[src/sv/mwas_pkg.sv]
// shared constants, command codes and status bundle of the assignment solver
// no dependencies
package mwas_pkg;

  localparam int MAX_PER_SIDE = 16;
  localparam int IDX_W = $clog2(MAX_PER_SIDE);
  localparam int CNT_W = IDX_W + 1;
  localparam int ADDR_W = 2 * IDX_W;
  localparam int COORD_W = 16;
  localparam int TIME_W = 21;
  localparam int WORTH_W = 16;
  localparam int W_W = 32;
  localparam int LBL_W = 42;

  localparam logic signed [LBL_W-1:0] NO_SLACK = {2'b01, 40'd0};
  localparam logic [IDX_W:0] NO_ROW = '1;

  typedef enum logic [4:0] {
    OP_NONE, OP_LOAD, OP_SETUP, OP_CLEAR, OP_FILL, OP_GAP, OP_RD_LBL, OP_LBL_ACC,
    OP_ROW, OP_AUG_INIT, OP_POP, OP_PROBE, OP_EVAL, OP_FLIP, OP_NEXT_X,
    OP_MIN_INIT, OP_MIN, OP_UPD, OP_OUT_INIT, OP_OUT_RD, OP_EMIT
  } op_t;

  typedef struct packed {
    logic nrow_zero;
    logic fill_last;
    logic lbl_last;
    logic stack_empty;
    logic top_exhausted;
    logic top_seen;
    logic d_zero;
    logic owner_free;
    logic flip_last;
    logic row_last;
    logic min_last;
    logic mn_stop;
    logic out_last;
  } stat_t;

endpackage

[src/sv/mwas_ctrl.sv]
// sequencer of the solver: load, weight fill, label init, path search, output
// depends on mwas_pkg
module mwas_ctrl import mwas_pkg::*; (
  input  logic  clk,
  input  logic  rst,
  input  logic  start,
  input  logic  final_node,
  input  stat_t st,
  output op_t   op,
  output logic  busy
);

  typedef enum logic [3:0] {
    S_IDLE, S_SETUP, S_FILL, S_GAP, S_LBL_RD, S_LBL_ACC, S_ROW, S_AUG_INIT,
    S_TOP, S_EVAL, S_FLIP, S_NEXT_ROW, S_MIN, S_MIN_CHK, S_OUT_RD, S_OUT_EM
  } state_t;

  state_t state;

  assign busy = (state != S_IDLE);

  always_ff @(posedge clk) begin
    if (rst) begin
      state <= S_IDLE;
    end else begin
      unique case (state)
        S_IDLE:     if (start && final_node) state <= S_SETUP;
        S_SETUP:    state <= st.nrow_zero ? S_IDLE : S_FILL;
        S_FILL:     if (st.fill_last) state <= S_GAP;
        S_GAP:      state <= S_LBL_RD;
        S_LBL_RD:   state <= S_LBL_ACC;
        S_LBL_ACC:  state <= st.lbl_last ? S_ROW : S_LBL_RD;
        S_ROW:      state <= S_AUG_INIT;
        S_AUG_INIT: state <= S_TOP;
        S_TOP: begin
          priority if (st.stack_empty) state <= S_MIN;
          else if (st.top_exhausted || st.top_seen) state <= S_TOP;
          else state <= S_EVAL;
        end
        S_EVAL:     state <= (st.d_zero && st.owner_free) ? S_FLIP : S_TOP;
        S_FLIP:     if (st.flip_last) state <= S_NEXT_ROW;
        S_NEXT_ROW: state <= st.row_last ? S_OUT_RD : S_ROW;
        S_MIN:      if (st.min_last) state <= S_MIN_CHK;
        S_MIN_CHK:  state <= st.mn_stop ? S_NEXT_ROW : S_AUG_INIT;
        S_OUT_RD:   state <= S_OUT_EM;
        S_OUT_EM:   state <= st.out_last ? S_IDLE : S_OUT_RD;
        default:    state <= S_IDLE;
      endcase
    end
  end

  always_comb begin
    op = OP_NONE;
    unique case (state)
      S_IDLE:     if (start) op = OP_LOAD;
      S_SETUP:    op = st.nrow_zero ? OP_CLEAR : OP_SETUP;
      S_FILL:     op = OP_FILL;
      S_GAP:      op = OP_GAP;
      S_LBL_RD:   op = OP_RD_LBL;
      S_LBL_ACC:  op = OP_LBL_ACC;
      S_ROW:      op = OP_ROW;
      S_AUG_INIT: op = OP_AUG_INIT;
      S_TOP: begin
        priority if (st.stack_empty) op = OP_MIN_INIT;
        else if (st.top_exhausted) op = OP_POP;
        else op = OP_PROBE;
      end
      S_EVAL:     op = OP_EVAL;
      S_FLIP:     op = OP_FLIP;
      S_NEXT_ROW: op = st.row_last ? OP_OUT_INIT : OP_NEXT_X;
      S_MIN:      op = OP_MIN;
      S_MIN_CHK:  op = st.mn_stop ? OP_NONE : OP_UPD;
      S_OUT_RD:   op = OP_OUT_RD;
      S_OUT_EM:   op = st.out_last ? OP_CLEAR : OP_EMIT;
      default:    op = OP_NONE;
    endcase
  end

endmodule

[config.mk]
export PLATFORM = sky130hd
export DESIGN_NAME = mwas_ctrl
export DESIGN_NICKNAME = d
export VERILOG_FILES = /design/src/sv/mwas_pkg.sv /design/src/sv/mwas_ctrl.sv
export SDC_FILE = /design/constraint.sdc
export NUM_CORES = 1
export LEC_CHECK = 0
export BUFFER_PORTS_ARGS = -buffer_cell sky130_fd_sc_hd__buf_4
export CAP_MARGIN = 20
export CORE_AREA = 2 2 39 41
export DETAILED_ROUTE_END_ITERATION = 10
export DIE_AREA = 0 0 41 43
export PLACE_DENSITY = 0.8
export SYNTH_ARGS = -nofsm -noshare
export SYNTH_HDL_FRONTEND = slang
export SYNTH_SLANG_ARGS = --single-unit
[constraint.sdc]
create_clock -name clk -period 1.4 [get_ports clk]
set_input_delay 0.07 -clock clk [delete_from_list [all_inputs] [get_ports clk]]
set_output_delay 0.07 -clock clk [all_outputs]
set_load 0.02 [all_outputs]
==> reports/qor.csv, run 1 <==
stage,metric,value,unit
synth,netlist_top_cells_count,"nor2_1, a21oi_1, nand2_1, nor2b_1, o22ai_1",
worst_setup_path,cp_data_arrival_time,1.49,ns
synth,yosysMostFrequentCell,nor2_1,
floorplanning,die_h,43,um
synth,synth_nets,94,
cts,worstSkewPairLatency,0.24,ns
layout,antenna_cells,0,
worst_setup_path,worstPathMaxFanout,7,
synth,synth.avg_cell_area,6.841,um^2
global_route,overflow,0,
place,place_ws,-0.001803,ns
place,hpwl,1.323,mm
layout,fillers,132,
synth,ys_top_cells_by_area,"dfxtp_1, nor2b_1, o22ai_1, nor2_1, a21oi_1",
cts,path_clk_slew,0.04,ns
global_route,grt_pass1_vias,696,
timing,grt_setup_unrepaired,true,
timing,slew_violations,0,
worst_setup_path,crit_required,1.33,ns
timing,fin_skew,0.0006215,ns
cts,cts-hold-fix-buffers,0,
synth,ys_async_sr_fraction,0,%
place,gp_congestion,0.8716,
status,failed_checks,negative setup slack,
layout,area_growth,69.12,%
timing,finalSetupViolCount,6,
floorplanning,io_pins,23,
synth,ys_types,34,
cts,root_buffer,clkbuf_4,
floorplanning,start_util,38.07,%
synth,synth_top_area_share,15.20,%
layout,regMostFlops,state,
detailed_routing,wl_per_cell,15.14,um
detailed_routing,vias_per_cell,5.961,
detailed_routing,ant_nets,0,
synth,yosysWarnings,0,
synth,syn_area,526.8,um^2
place,portBuffers,22,
cts,cts.sinks,4,
detailed_routing,drtIter0Drc,25,
cts,htreeDepth,1,
synth,synth_edf_count,0,
layout,reg_top3,state x4,
power_and_ir_drop,power.leakage,0.3705,nW
synth,synth_top_area_cell,dfxtp_1,
timing,worstMarginPinSlew,0.2446,ns
timing,final.period_utilization,111.2,%
power_and_ir_drop,powerDensity,727.1,mW/mm^2
timing,fin_ws,-0.1575,ns
synth,syn_inst,77,
hold_path,hp-class,input pin to register,
power_and_ir_drop,ir_drop,395.9,uV
synth,ys_seq_elements,4,
cts,cts_tree,built,
layout,drive_above_1_share,50.45,%
detailed_routing,routed_wl,1.923,mm
worst_setup_path,start_kind,register,
detailed_routing,drc,0,
global_route,grt_usage,23.75,%
worst_setup_path,crit_path_end_kind,primary output,
global_route,grt_pass1_wl,2.953,mm
worst_setup_path,path_class,register to primary output,
floorplanning,die_w,41,um
synth,seq_area_frac_synth,15.20,%
floorplanning,die_area,0.001763,mm^2
layout,utilization,64.38,%
status,status,finished with violations,
detailed_routing,drtPass1Iterations,4,
global_route,grt_max_degree,18,
timing,maxSlewHeadroom,83.55,%
synth,synth_flop_cell,dfxtp_1,
cts,cts.path.max_buffers,2,
layout,largest_register_ffs,4,
timing,min_period,1.557,ns
timing,fin_tns_setup,-0.6848,ns
floorplanning,fp.coreArea,0.001384,mm^2
timing,hold_viol,0,
timing,max_freq,0.6421,GHz
layout,nNetsFinal,130,
global_route,antenna_found_initial,0,
floorplanning,num_rows,14,
job,maxCapViolCount,0,
detailed_routing,vias,757,
cts,cts_inserted_buffers,3,
[final cells by class]
cell class	count	area, um^2	share of cell area (%)
clock buffers	3	22.52	2.528
inverters	3	11.26	1.264
multi-input cells	63	436.7	49.02
flip-flops and latches	4	88.84	9.972
well taps	16	20.02	2.247
repair buffers	38	311.5	34.97
[critical path, cell delays in order, from the launching register on]
cell,delay (ns)
dfxtp_4,0.36
buf_6,0.13
or4_4,0.45
nor2_4,0.10
a31oi_2,0.04
buf_4,0.17
[placed cells by master, fill, tap and decap left out, types with 2 or more instances in the layout]
cell and instances:
nor3_1 3, o21ai_1 2, a21oi_1 4, buf_4 31, a31oi_1 2, o22ai_1 5, nand2_1 4, nand2b_1 2
inv_2 2, nand3_1 4, dfxtp_4 2, nor2_1 5, a311oi_1 2, clkbuf_4 3, nor2b_1 5, o21bai_1 2
buf_6 7
[power by group]
group	switching [W]	internal, W	leakage (nW)
combinational	0.000165	0.000193	0.322
clock	0.0000583	0.0000967	0.0138
sequential	0.0000134	0.000122	0.0344
[timing repair]
action / 4_1_cts / 5_1_grt
gates resized for setup: 17 / 6
endpoints found under the setup margin: 6 / 7
hold endpoints to repair: 0 / 0
pin swaps: 3 / 0
setup buffers: 5 / 0
[metrics by stage]
step | instance area [um^2] | instances | power [W] | hold WS [ns]
global route | 890.9 | 127 | 0.0006795 | 0.01007
detailed placement | 758.2 | 119 | 0.0004219 | 0.2694
floorplan | 533.0 | 77 | 0.0003039 | 0.1416
CTS | 864.6 | 127 | 0.0006267 | 0.01597
finish | 890.9 | 127 | 0.0006477 | 0.02112
global placement | 758.2 | 119 | 0.0004186 | 0.2722
[metal layers]
layer | part of all wire [%] | vias up | routed length [um] | global-route usage (%)
li1 | - | 366 | - | -
met1 | 42 | 355 | 813 | 29.71
met2 | 52 | 36 | 994 | 41.25
met3 | 6.0 | 0 | 116 | 1.571
met4 | 0 | 0 | 0 | 6.000
met5 | 0 | - | 0 | 0
[final timing paths]
| check | from | depth (start not counted) | endpoint | slack (ns) |
|---|---|---|---|---|
| setup / recovery | state[2]$_SDFFE_PP0P_ | 5 | op[0] | -0.16 |
| hold / removal | rst | 2 | state[1]$_SDFFE_PP0P_ | 0.02 |
| hold reg to reg | state[3]$_SDFFE_PP0P_ | 2 | state[3]$_SDFFE_PP0P_ | 0.68 |
| setup reg to reg | state[2]$_SDFFE_PP0P_ | 6 | state[0]$_SDFFE_PP0P_ | -0.07 |
[kinds of logic (layout without fill, tap and decap cells)]
family	Yosys count	in the layout	synth area share, %
muxes	1	1	2.138
buffers and inverters	10	44	10.21
DFF	4	4	15.20
and+or+nand+nor	33	33	34.21
AOI/OAI and AO/OA	29	29	38.24
No activity file was read; power rests on OpenSTA's default activity.
==> run 2, diff against run 1 <==
--- a/config.mk
+++ b/config.mk
@@ -7,9 +7,10 @@
 export LEC_CHECK = 0
 export BUFFER_PORTS_ARGS = -buffer_cell sky130_fd_sc_hd__buf_4
 export CAP_MARGIN = 20
-export CORE_AREA = 2 2 39 41
+export CORE_MARGIN = 2
+export CORE_UTILIZATION = 40
+export CTS_BUF_LIST = sky130_fd_sc_hd__clkbuf_4
 export DETAILED_ROUTE_END_ITERATION = 10
-export DIE_AREA = 0 0 41 43
 export PLACE_DENSITY = 0.8
 export SYNTH_ARGS = -nofsm -noshare
 export SYNTH_HDL_FRONTEND = slang
==> reports/qor.csv, run 2 (synthesized netlist as in run 1, its figures left out) <==
stage,metric,value,unit
global_route,grt_max_degree,15,
floorplanning,num_rows,13,
worst_setup_path,crit_family,simple AND/OR/NAND/NOR gates,
detailed_routing,ant_nets,0,
global_route,overflow,0,
worst_setup_path,worstPathMaxFanout,6,
timing,max_freq,0.6512,GHz
global_route,antenna_found_initial,0,
floorplanning,die_h,40.29,um
timing,hold_viol,0,
power_and_ir_drop,ir_drop,671.1,uV
timing,grt_setup_unrepaired,true,
floorplanning,die_area,0.001623,mm^2
layout,utilization,71.60,%
detailed_routing,wl_per_cell,15.57,um
worst_setup_path,cp_data_arrival_time,1.47,ns
place,portBuffers,22,
power_and_ir_drop,power.leakage,0.3825,nW
hold_path,hp-class,input pin to register,
cts,path_clk_slew,0.04,ns
detailed_routing,drtIter0Drc,39,
worst_setup_path,start_kind,register,
cts,cts_tree,built,
status,status,finished with violations,
power_and_ir_drop,p_total,0.0006421,W
floorplanning,die_w,40.29,um
detailed_routing,routed_wl,2.008,mm
timing,final.period_utilization,109.7,%
power_and_ir_drop,clock_power_share,22.1,%
worst_setup_path,path_class,register to primary output,
layout,fillers,92,
job,maxCapViolCount,0,
worst_setup_path,path_buf_inv,1,
floorplanning,start_util,41.52,%
layout,nNetsFinal,133,
timing,fin_ws,-0.1357,ns
layout,layout_common_cells,"buf_4, nor2_1, o22ai_1, buf_6",
detailed_routing,vias,803,
timing,min_period,1.536,ns
cts,root_buffer,clkbuf_4,
floorplanning,io_pins,23,
cts,cts.path.max_buffers,2,
global_route,grt_usage,23.91,%
worst_setup_path,crit_path_end_kind,primary output,
worst_setup_path,crit_required,1.33,ns
detailed_routing,vias_per_cell,6.225,
cts,htreeDepth,1,
layout,area_growth,72.45,%
worst_setup_path,crit_chain,"or4_4, nor2_4, a31oi_2, buf_4",
global_route,grt_pass1_wl,2.615,mm
power_and_ir_drop,comb_power_share,56.4,%
layout,regMostFlops,state,
worst_setup_path,crit_slowest_cell,or4_4,
global_route,grt_pass1_vias,631,
timing,slew_violations,0,
timing,fin_skew,0.003331,ns
layout,largest_register_ffs,4,
detailed_routing,drtPass1Iterations,4,
timing,finalSetupViolCount,6,
layout,drive_above_1_share,54.39,%
layout,antenna_cells,0,
place,hpwl,1.272,mm
detailed_routing,drc,0,
power_and_ir_drop,p_int,0.0004127,W
cts,cts.sinks,4,
power_and_ir_drop,powerDensity,706.9,mW/mm^2
power_and_ir_drop,netSwitchingFraction,35.73,%
floorplanning,fp.coreArea,0.001269,mm^2
timing,maxSlewHeadroom,82.38,%
power_and_ir_drop,seqPwrFrac,21.5,%
timing,worstMarginPinSlew,0.2626,ns
worst_setup_path,max_stage_delay,0.58,ns
layout,reg_top3,state x4,
power_and_ir_drop,p_switching,0.0002294,W
status,failed_checks,negative setup slack,
place,gp_congestion,0.8434,
cts,worstSkewPairLatency,0.23,ns
layout,final_common_cell,buf_4,
cts,cts_inserted_buffers,3,
run 2: cell count changes in the layout (fill, tap and decap cells not counted), sizes merged:
cell	before	now
buf	38	41
run 2: worst paths after layout:
check / from / endpoint / slack (ns) / cells after the start
max: state[3]$_SDFFE_PP0P_ / op[0] / -0.14 / 4
min reg2reg: state[3]$_SDFFE_PP0P_ / state[3]$_SDFFE_PP0P_ / 0.64 / 2
max reg2reg: state[3]$_SDFFE_PP0P_ / state[0]$_SDFFE_PP0P_ / -0.11 / 5
min: rst / state[1]$_SDFFE_PP0P_ / 0.02 / 2
run 2: power groups by stage:
stage / clock network, W / logic [W] / registers (W)
final: 0.000142 / 0.000362 / 0.000138
after floorplan: 0 / 0.000176 / 0.000128
after detailed placement: 0 / 0.000299 / 0.000138
after global routing: 0.000153 / 0.000382 / 0.000138
after CTS: 0.000147 / 0.000336 / 0.000137
after global placement: 0 / 0.000295 / 0.000138
run 2: metal layers:
layer	GRT usage [%]	vias up	wire length, um
li1	-	374	-
met1	30.13	373	840
met2	41.13	52	949
met3	7.222	4	186
met4	2.500	0	31
met5	0	-	0
run 2: final cells by class:
class                           count  area (um^2)  area share (%)
Multi-Input combinational cell     63        441.7           48.62
Tap cell                           15        18.77           2.066
Timing Repair Buffer               41        326.6           35.95
Sequential cell                     4        87.58           9.642
Clock buffer                        3        22.52           2.479
Inverter                            3        11.26           1.240
run 2: metrics by stage:
step | std cells | setup WS (ns) | TNS, ns | instance area [um^2] | hold slack (ns)
6_report | 129 | -0.1357 | -0.4783 | 908.4 | 0.01854
5_1_grt | 129 | -0.1699 | -0.6587 | 908.4 | 0.01776
4_1_cts | 127 | -0.1259 | -0.3678 | 873.3 | 0.01428
3_5_place_dp | 122 | -0.03085 | -0.03085 | 787.0 | 0.2682
3_3_place_gp | 122 | 0.01102 | 0 | 787.0 | 0.2602
2_1_floorplan | 77 | 0.03487 | 0 | 533.0 | 0.1416
run 2: timing repair:
item,CTS,global route
setup buffers,2,2
endpoints found under the setup margin,5,6
pin swaps,3,0
gates resized for setup,20,5
hold buffers,0,0
==> run 3, diff against run 2 <==
--- a/config.mk
+++ b/config.mk
@@ -5,13 +5,14 @@
 export SDC_FILE = /design/constraint.sdc
 export NUM_CORES = 1
 export LEC_CHECK = 0
+export ABC_AREA = 1
 export BUFFER_PORTS_ARGS = -buffer_cell sky130_fd_sc_hd__buf_4
 export CAP_MARGIN = 20
 export CORE_MARGIN = 2
 export CORE_UTILIZATION = 40
 export CTS_BUF_LIST = sky130_fd_sc_hd__clkbuf_4
 export DETAILED_ROUTE_END_ITERATION = 10
-export PLACE_DENSITY = 0.8
+export PLACE_DENSITY = 0.79
 export SYNTH_ARGS = -nofsm -noshare
 export SYNTH_HDL_FRONTEND = slang
 export SYNTH_SLANG_ARGS = --single-unit
==> reports/qor.csv, run 3 <==
stage,metric,value,unit
status,status,finished with violations,
status,failed_checks,negative setup slack,
synth,syn_area,581.8,um^2
worst_setup_path,crit_path_end_kind,primary output,
timing,final.period_utilization,101.2,%
floorplanning,num_rows,13,
timing,fin_skew,0.004658,ns
synth,ys_async_sr_fraction,0,%
worst_setup_path,worstPathMaxFanout,7,
place,gp_congestion,0.9738,
synth,ys_seq_elements,4,
worst_setup_path,start_kind,register,
global_route,overflow,0,
place,place_ws,0.08420,ns
detailed_routing,ant_nets,0,
detailed_routing,drtIter0Drc,49,
detailed_routing,wl_per_cell,12.36,um
global_route,grt_pass1_vias,755,
layout,layout_common_cells,"nand2_1, buf_4, nor2_1",
layout,area_growth,58.49,%
layout,final_common_cell,nand2_1,
detailed_routing,drc,0,
timing,hold_viol,0,
worst_setup_path,cp_data_arrival_time,1.35,ns
timing,slew_violations,0,
global_route,grt_pass1_wl,2.960,mm
worst_setup_path,crit_required,1.33,ns
cts,cts.path.max_buffers,2,
place,hpwl,1.438,mm
detailed_routing,routed_wl,1.965,mm
power_and_ir_drop,p_total,0.0006065,W
layout,drive_above_1_share,40.97,%
power_and_ir_drop,power.leakage,0.5124,nW
power_and_ir_drop,ir_drop,507.9,uV
detailed_routing,drtPass1Iterations,4,
cts,worstSkewPairLatency,0.23,ns
cts,cts.sinks,4,
synth,synth.avg_cell_area,5.338,um^2
detailed_routing,vias_per_cell,5.358,
synth,synth_top_area_cell,nand2_1,
layout,antenna_cells,0,
layout,reg_top3,state x4,
cts,path_clk_slew,0.04,ns
timing,worstMarginPinSlew,0.2773,ns
layout,largest_register_ffs,4,
timing,finalSetupViolCount,4,
floorplanning,io_pins,23,
detailed_routing,vias,852,
floorplanning,die_w,42.14,um
synth,yosysWarnings,0,
synth,netlist_top_cells_count,"nand2_1, nor2_1, nand3_1",
timing,max_freq,0.7057,GHz
timing,fin_ws,-0.01694,ns
global_route,grt_usage,20.48,%
timing,maxSlewHeadroom,81.44,%
synth,synth_edf_count,0,
cts,cts_inserted_buffers,3,
synth,ys_types,17,
job,maxCapViolCount,0,
hold_path,hp-class,input pin to register,
place,portBuffers,22,
synth,synth_flop_cell,dfxtp_1,
floorplanning,die_area,0.001776,mm^2
cts,root_buffer,clkbuf_4,
cts,htreeDepth,1,
floorplanning,fp.coreArea,0.001334,mm^2
power_and_ir_drop,powerDensity,657.7,mW/mm^2
timing,min_period,1.417,ns
global_route,antenna_found_initial,0,
layout,nNetsFinal,163,
worst_setup_path,path_class,register to primary output,
timing,grt_setup_unrepaired,true,
floorplanning,start_util,43.62,%
layout,regMostFlops,state,
synth,syn_inst,109,
synth,ys_top_cells_by_area,"nand2_1, dfxtp_1, nor2_1, nand3_1, inv_1",
synth,seq_area_frac_synth,13.76,%
synth,yosysMostFrequentCell,nand2_1,
synth,synth_nets,126,
synth,synth_top_area_share,23.87,%
floorplanning,die_h,42.14,um
global_route,grt_max_degree,10,
cts,cts_tree,built,
-- run 3: where the power goes --
group	total (W)	internal, W	switching (W)	leakage (nW)
Combinational	0.000327	0.000148	0.000179	0.463
Clock	0.000137	0.0000955	0.0000419	0.0138
Sequential	0.000143	0.000123	0.0000192	0.0355
-- run 3: critical path, stage by stage (launching register included) --
cell and delay (ns):
dfxtp_4 0.40, nand2_2 0.10, inv_4 0.10, o211ai_1 0.13, buf_4 0.16, nand4_1 0.09
buf_4 0.15
-- run 3: final timing paths --
| kind | startpoint | end | slack [ns] | depth (start not counted) |
|---|---|---|---|---|
| max | state[3]$_SDFFE_PP0P_ | op[1] | -0.02 | 6 |
| min | rst | state[2]$_SDFFE_PP0P_ | 0.02 | 2 |
| min reg2reg | state[1]$_SDFFE_PP0P_ | state[3]$_SDFFE_PP0P_ | 0.65 | 3 |
| max reg2reg | state[1]$_SDFFE_PP0P_ | state[1]$_SDFFE_PP0P_ | 0.18 | 7 |
-- run 3: layout make-up --
| type | count | area, um^2 |
|---|---|---|
| multi-input cells | 91 | 464.2 |
| fillers | 119 | 411.6 |
| repair buffers | 32 | 259.0 |
| flip-flops and latches | 4 | 95.09 |
| inverters | 14 | 62.56 |
| clock buffers | 3 | 22.52 |
| well taps | 15 | 18.77 |
-- run 3: cells by family (layout without fill, tap and decap cells) --
group,after synthesis,in the layout,share of synthesized area (%)
AO/OA/AOI/OAI,10,10,9.892
AND/OR/NAND/NOR,80,81,64.94
buffers and inverters,15,49,11.40
flip-flops,4,4,13.76
-- run 3: what timing repair did --
item / CTS / global route
hold buffers: 0 / 0
gates cloned: 0 / 1
gates resized for setup: 10 / 16
setup endpoints to repair: 5 / 5
setup buffers: 2 / 5
pin swaps: 2 / 10
hold endpoints to repair: 0 / 0
-- run 3: per-stage QoR --
| step | setup TNS, ns | hold slack (ns) | instances | instance area [um^2] | utilization [%] |
|---|---|---|---|---|---|
| after floorplan | 0 | 0.1391 | 109 | 581.8 | - |
| after global placement | 0 | 0.2575 | 148 | 774.5 | 58.07 |
| after detailed placement | 0 | 0.2585 | 148 | 774.5 | 58.07 |
| after CTS | -0.03881 | 0.01609 | 153 | 828.3 | 62.10 |
| after global routing | -0.2623 | 0.02116 | 159 | 922.1 | 69.14 |
| final | -0.02548 | 0.01583 | 159 | 922.1 | 69.14 |
-- run 3: metal layers --
metal | part of all wire (%) | routed length [um] | vias to the layer above | GRT usage [%]
met1 | 40 | 780 | 366 | 24.55
met4 | 0.81 | 16 | 0 | 6.250
met5 | 0 | 0 | - | 0
li1 | - | - | 417 | -
met2 | 48 | 951 | 67 | 38.13
met3 | 11 | 217 | 2 | 1.724
